### src/hw/rtl/cle_pkg.sv
// Shared constants, types and structs for the console line editor and tokenizer.
`timescale 1ns / 1ps

package cle_pkg;

    localparam int LINE_CAPACITY = 512;
    localparam int MAX_ARGS      = 10;

    localparam int PW      = $clog2(LINE_CAPACITY);
    localparam int ARGN_W  = $clog2(MAX_ARGS + 1);

    localparam int W_KIND  = 1;
    localparam int W_BYTE  = 8;
    localparam int W_IDX   = 9;
    localparam int W_RKIND = 3;
    localparam int W_POS   = 9;
    localparam int W_TNUM  = 4;
    localparam int W_ARGC  = 4;

    localparam logic [7:0] CH_BS    = 8'd8;
    localparam logic [7:0] CH_TAB   = 8'd9;
    localparam logic [7:0] CH_LF    = 8'd10;
    localparam logic [7:0] CH_CR    = 8'd13;
    localparam logic [7:0] CH_SPACE = 8'h20;
    localparam logic [7:0] CH_QUOTE = 8'h22;
    localparam logic [7:0] CH_DEL   = 8'd127;

    localparam logic KIND_RX   = 1'b0;
    localparam logic KIND_READ = 1'b1;

    typedef logic [PW-1:0]     t_pos;
    typedef logic [ARGN_W-1:0] t_argn;

    typedef enum logic [W_RKIND-1:0] {
        RK_ECHO     = 3'd0,
        RK_TOKEN    = 3'd1,
        RK_SUMMARY  = 3'd2,
        RK_TOO_MANY = 3'd3,
        RK_READ     = 3'd4
    } t_rkind;

    typedef enum logic [1:0] {
        MD_SKIP,
        MD_WORD,
        MD_QUOTE
    } t_mode;

    typedef enum logic [3:0] {
        ST_IDLE,
        ST_READ,
        ST_ECHO_CH,
        ST_ECHO_SP,
        ST_ECHO_END,
        ST_LINE_ECHO,
        ST_FETCH,
        ST_EVAL,
        ST_TOKEN,
        ST_SUMMARY
    } t_state;

    typedef struct packed {
        t_mode      mode;
        t_pos       pos;
        t_pos       start;
        logic [7:0] ch;
        logic       at_end;
    } t_step_in;

    typedef struct packed {
        t_mode mode;
        t_pos  start;
        logic  advance;
        logic  emit;
        logic  stop;
    } t_step_out;

    typedef struct packed {
        t_rkind              result_kind;
        logic [W_BYTE-1:0]   out_byte;
        logic [W_POS-1:0]    token_start;
        logic [W_POS-1:0]    token_length;
        logic [W_TNUM-1:0]   token_number;
        logic [W_ARGC-1:0]   argument_count;
        logic                has_command;
        logic                last;
    } t_result;

endpackage

### src/hw/rtl/cle_step.sv
// Token scanner step: classifies one line character and advances the scan mode.
`timescale 1ns / 1ps

module cle_step (
    input  cle_pkg::t_step_in  i_step,
    output cle_pkg::t_step_out o_step
);
    import cle_pkg::*;

    logic w_gap;
    logic w_quote;

    always_comb begin
        w_gap   = i_step.ch inside {CH_SPACE, CH_TAB};
        w_quote = (i_step.ch == CH_QUOTE);

        o_step.mode    = i_step.mode;
        o_step.start   = i_step.start;
        o_step.advance = 1'b0;
        o_step.emit    = 1'b0;
        o_step.stop    = 1'b0;

        if (i_step.at_end) begin
            o_step.emit = (i_step.mode != MD_SKIP) && (i_step.pos != i_step.start);
            o_step.stop = 1'b1;
        end else begin
            o_step.advance = 1'b1;
            case (i_step.mode)
                MD_SKIP: begin
                    if (w_quote) begin
                        o_step.mode  = MD_QUOTE;
                        o_step.start = i_step.pos + 1'b1;
                    end else if (!w_gap) begin
                        o_step.mode  = MD_WORD;
                        o_step.start = i_step.pos;
                    end
                end
                MD_WORD: begin
                    if (w_gap) begin
                        o_step.emit = 1'b1;
                        o_step.mode = MD_SKIP;
                    end
                end
                MD_QUOTE: begin
                    if (w_quote) begin
                        if (i_step.pos != i_step.start) begin
                            o_step.emit = 1'b1;
                            o_step.mode = MD_SKIP;
                        end else begin
                            o_step.stop    = 1'b1;
                            o_step.advance = 1'b0;
                        end
                    end
                end
                default: begin
                    o_step.mode = MD_SKIP;
                end
            endcase
        end
    end

endmodule

### config.mk
export PLATFORM = sky130hd
export DESIGN_NAME = cle_step
export DESIGN_NICKNAME = d
export VERILOG_FILES = /design/src/hw/rtl/cle_pkg.sv /design/src/hw/rtl/cle_step.sv
export SDC_FILE = /design/constraint.sdc
export NUM_CORES = 1
export LEC_CHECK = 0
export BUFFER_PORTS_ARGS = -buffer_cell sky130_fd_sc_hd__buf_2
export CORE_MARGIN = 2
export CORE_UTILIZATION = 43
export DETAILED_ROUTE_END_ITERATION = 10
export MAX_ROUTING_LAYER = met4
export PLACE_DENSITY_LB_ADDON = 0.05
export SYNTH_ARGS = -nofsm -noshare
export SYNTH_HDL_FRONTEND = slang
export SYNTH_SLANG_ARGS = --single-unit
### constraint.sdc
create_clock -name vclk -period 1.4
set_input_delay 0.07 -clock vclk [all_inputs]
set_output_delay 0.07 -clock vclk [all_outputs]
set_load 0.02 [all_outputs]
### After elaboration in Yosys (flattened, before gate mapping)

Cells that the tools add are included.
Widths: inputs -> output; s select.

| word-level totals | value |
|---|---|
| flip-flop bits (word level) | 0 |
| bits of input ports | 29 |
| output and inout port bits | 14 |
| word-level logic and storage cells | 27 |

| cells by class | value |
|---|---|
| add/subtract/negate cells | 1 |
| equality and inequality tests | 6 |
| mux-type cells | 16 |
| reduce and logical (&&, ||, !) cells | 4 |

Operators with widths:

| operator | count |
|---|---|
| $mux 11 | 2 |
| $eq 8x6->1 const B | 2 |
| $mux 12 | 1 |
| $add 9x1->9 const B | 1 |
| $mux 9 | 1 |
| $ne 9x9->1 | 1 |
| $eq 8x4->1 const B | 1 |
| $mux 2 | 4 |
| $pmux 2 s3 | 1 |
| $mux 1 | 5 |
| $reduce_bool 2->1 | 2 |
| $mux 3 | 1 |
| $eq 2x1->1 const B | 1 |
| $eq 2x2->1 const B | 1 |
| $logic_not 2->1 | 1 |
| $pmux 1 s2 | 1 |
| $logic_and 1x1->1 | 1 |

### Logic depth before layout (Yosys ltp)

| logic depth | value |
|---|---|
| word-level depth | 6 |
| mapped depth | 6 |
| gate-level depth less buffers | 6 |

### Worst setup path after synthesis

Ideal clock, no wire load.

| path | value |
|---|---|
| kind | input to output |
| from | input port i_step[3] (netlist name) |
| to | output port o_step[9] (netlist name) |
| arrival time | 1.465 ns |
| data required time | 1.330 ns |
| path slack | -0.135 ns |
| stages on the path | 4 |
| path buffers | 0 |
| cells stage by stage | or4_4 or4_1 a21oi_1 a221o_1 |

RTL lines:

| what | line | RTL |
|---|---|---|
| start: declaration | cle_step.sv:5 | `input cle_pkg::t_step_in i_step,` |
| end: declaration | cle_step.sv:6 | `output cle_pkg::t_step_out o_step` |

==> run_results.csv <==
group,metric,value,unit
run_status,status,"finished with violations",
run_status,violations,"setup timing",
worst_setup_path,crit_path_cell_trace,"buf_6 -> or4_4 -> or4_4 -> a21oi_2 -> a221o_1 -> buf_6",
floorplanning,dieArea,2105,µm²
final_layout,fin_util,73.78,%
drt,drtIter0Drc,37,
synthesis,yosysTopAreaCell,"ha_1",
flow_run,max-cap-violations,0,
worst_setup_path,cp-end-kind,"primary output",
hold_path,min_path_cells,3,
drt,num_vias,1137,
grt,use_met1,32.79,%
worst_setup_path,cp_max_fo,7,
drt,wl,2691,µm
floorplanning,die_w,45.89,µm
timing,rsz0062_at_grt,"yes",
worst_setup_path,worstSetupPathType,"primary input to primary output",
grt,first_global_vias,996,
drt,avgRoutedWirePerCell,14.16,µm
power,p_leak,0.5782,nW
floorplanning,rows,15,
timing,finalSetupTns,-1.671,ns
synthesis,yosysWarnings,0,
timing,finalMaxSlewViolations,0,
floorplanning,die_y,45.89,µm
placed_design,hpwl,2091,µm
grt,gr-usage-met2,47.78,%
synthesis,syn-instance-count,112,
timing,worst_pin_slew,0.4904,ns
final_layout,drive_gt1_share,48.55,%
placed_design,preCtsSetupSlack,-0.3804,ns
worst_setup_path,worst_path_max_delay_cell,"or4_4",
synthesis,synthesis.nets,146,
final_layout,regArea,0,µm²
timing,max-slew-margin-rel,67.18,%
hold_path,hold_path.class,"primary input to primary output",
drt,ant_nets,0,
placed_design,port_buffers,43,
floorplanning,start_util,44.67,%
final_layout,clkbuf_count,0,
drt,vias_per_cell,5.984,
final_layout,diodes,0,
timing,final.period_utilization,122.8,%
final_layout,nFlopsAndLatches,0,
worst_setup_path,worstPathRequired,1.33,ns
worst_setup_path,crit_buf_inv,2,
grt,grt_pass1_wl,4091,µm
final_layout,syn2layout_area_growth,65.17,%
timing,layout_setup_ws,-0.3186,ns
synthesis,synth_seq_area_share,0,%
grt,use_met3,0,%
hold_path,worstHoldStart,"i_step[16]",
timing,fin_crit,1.719,ns
power,total_power,0.3620,mW
power,ir_drop,0.0001644,V
worst_setup_path,cp.arrival,1.65,ns
grt,gr-total-overflow,0,
floorplanning,ios,43,
synthesis,netlist_area,754.5,µm²
final_layout,final_net_count,209,
grt,antenna_found_initial,0,
synthesis,yosys.area.top_type_share,8.292,%
synthesis,synth_area_per_cell,6.736,µm²
placed_design,dp.cells,188,
timing,hold_viol_final,0,
grt,grt_max_degree,9,
hold_path,whs_endpoint,"o_step[10]",
synthesis,synthTopCellsByArea,"ha_1 (8.3%), xor2_1 (8.1%), a221o_1 (6.6%)",
final_layout,fin_cells,190,
power,p_per_area,290.5,nW/µm²
timing,fmax,581.9,MHz
timing,setup_viol,10,
drt,drc,0,
grt,grt_use_total,26.05,%
worst_setup_path,startpoint_type,"primary input",
worst_setup_path,cp_slowest_stage_delay,0.57,ns
final_layout,fillers,145,
floorplanning,core_area,1689,µm²
synthesis,yosysUniqueCellTypes,44,
grt,busiest_layer,"met2",
drt,dr.pass1.iters,4,
placed_design,globalplace.congestion,0.8727,
worst_setup_path,crit_family,"simple AND/OR/NAND/NOR gates",
==> cells in the final DEF, fill, tap and decap left out, types with 4 or more instances in the layout <==
master,instances
inv_1,5
a221o_1,5
buf_6,7
buf_2,33
nand3_1,6
nand4_1,5
xor2_1,7
a21oi_1,6
nand2_1,9
nor2_1,4
buf_4,26
ha_1,5
o21ai_0,8
==> worst max-delay path by stage <==
stage,start,to,slack [ns],cells past startpoint
after global placement,i_step[3],o_step[10],-0.35,6
after CTS,i_step[7],o_step[8],-0.31,6
final,i_step[7],o_step[8],-0.32,6
after global routing,i_step[7],o_step[8],-0.34,6
after detailed placement,i_step[3],o_step[8],-0.38,6
after floorplan,i_step[3],o_step[9],-0.13,4
==> cell usage after synthesis, types with 2 or more instances <==
cell type and n:
nand2_1 10, a21oi_1 8, o21ai_0 8, xor2_1 7
nand3_1 6, a221o_1 5, ha_1 5, inv_1 5
nand4_1 5, nor2_1 4, or4_1 4, clkbuf_1 3
a31o_2 2, a31oi_1 2, and3_1 2, buf_2 2
nand2b_1 2, nor4_1 2, o21a_1 2, o31ai_1 2
or3_2 2, xnor2_1 2
==> logic make-up after synthesis <==
group / after synthesis / share of synthesized area (%)
xor+xnor: 9 / 10.45
simple gates: 49 / 39.14
compound gates: 39 / 36.82
buf+inv: 10 / 5.307
fa+ha+maj: 5 / 8.292
==> timing repair <==
action | in CTS | in global routing
hold buffers | 0 | 0
endpoints found under the setup margin | 12 | 14
gates resized for setup | 17 | 9
endpoints found under the hold margin | 0 | 0
setup buffers | 1 | 1
pin swaps | 9 | 3
==> per-stage QoR <==
step | hold WS (ns) | instance area (µm²)
final | 0.4912 | 1246
after detailed placement | 0.4949 | 1132
after CTS | 0.4884 | 1202
after global placement | 0.4824 | 1132
after global routing | 0.5049 | 1246
after floorplan | 0.2166 | 759.5
==> routing by layer <==
metal	part of all wire, %	vias up
li1	-	578
met1	46	514
met2	49	41
met3	4.0	4
met4	1.0	0
met5	0	-
==> report_power, final <==
| group | total (mW) | internal (mW) | switching (mW) | leakage [nW] |
|---|---|---|---|---|
| combinational | 0.362 | 0.174 | 0.188 | 0.578 |
| clock | 0 | 0 | 0 | 0 |
| sequential | 0 | 0 | 0 | 0 |
==> area by class of cell <==
class              count  area, µm²  share of cell area, %
inverters              5      18.77                  1.506
multi-input cells    102      767.0                  61.55
well taps             17      21.27                  1.707
repair buffers        66      439.2                  35.24
Power figures use the tool's default switching activity.
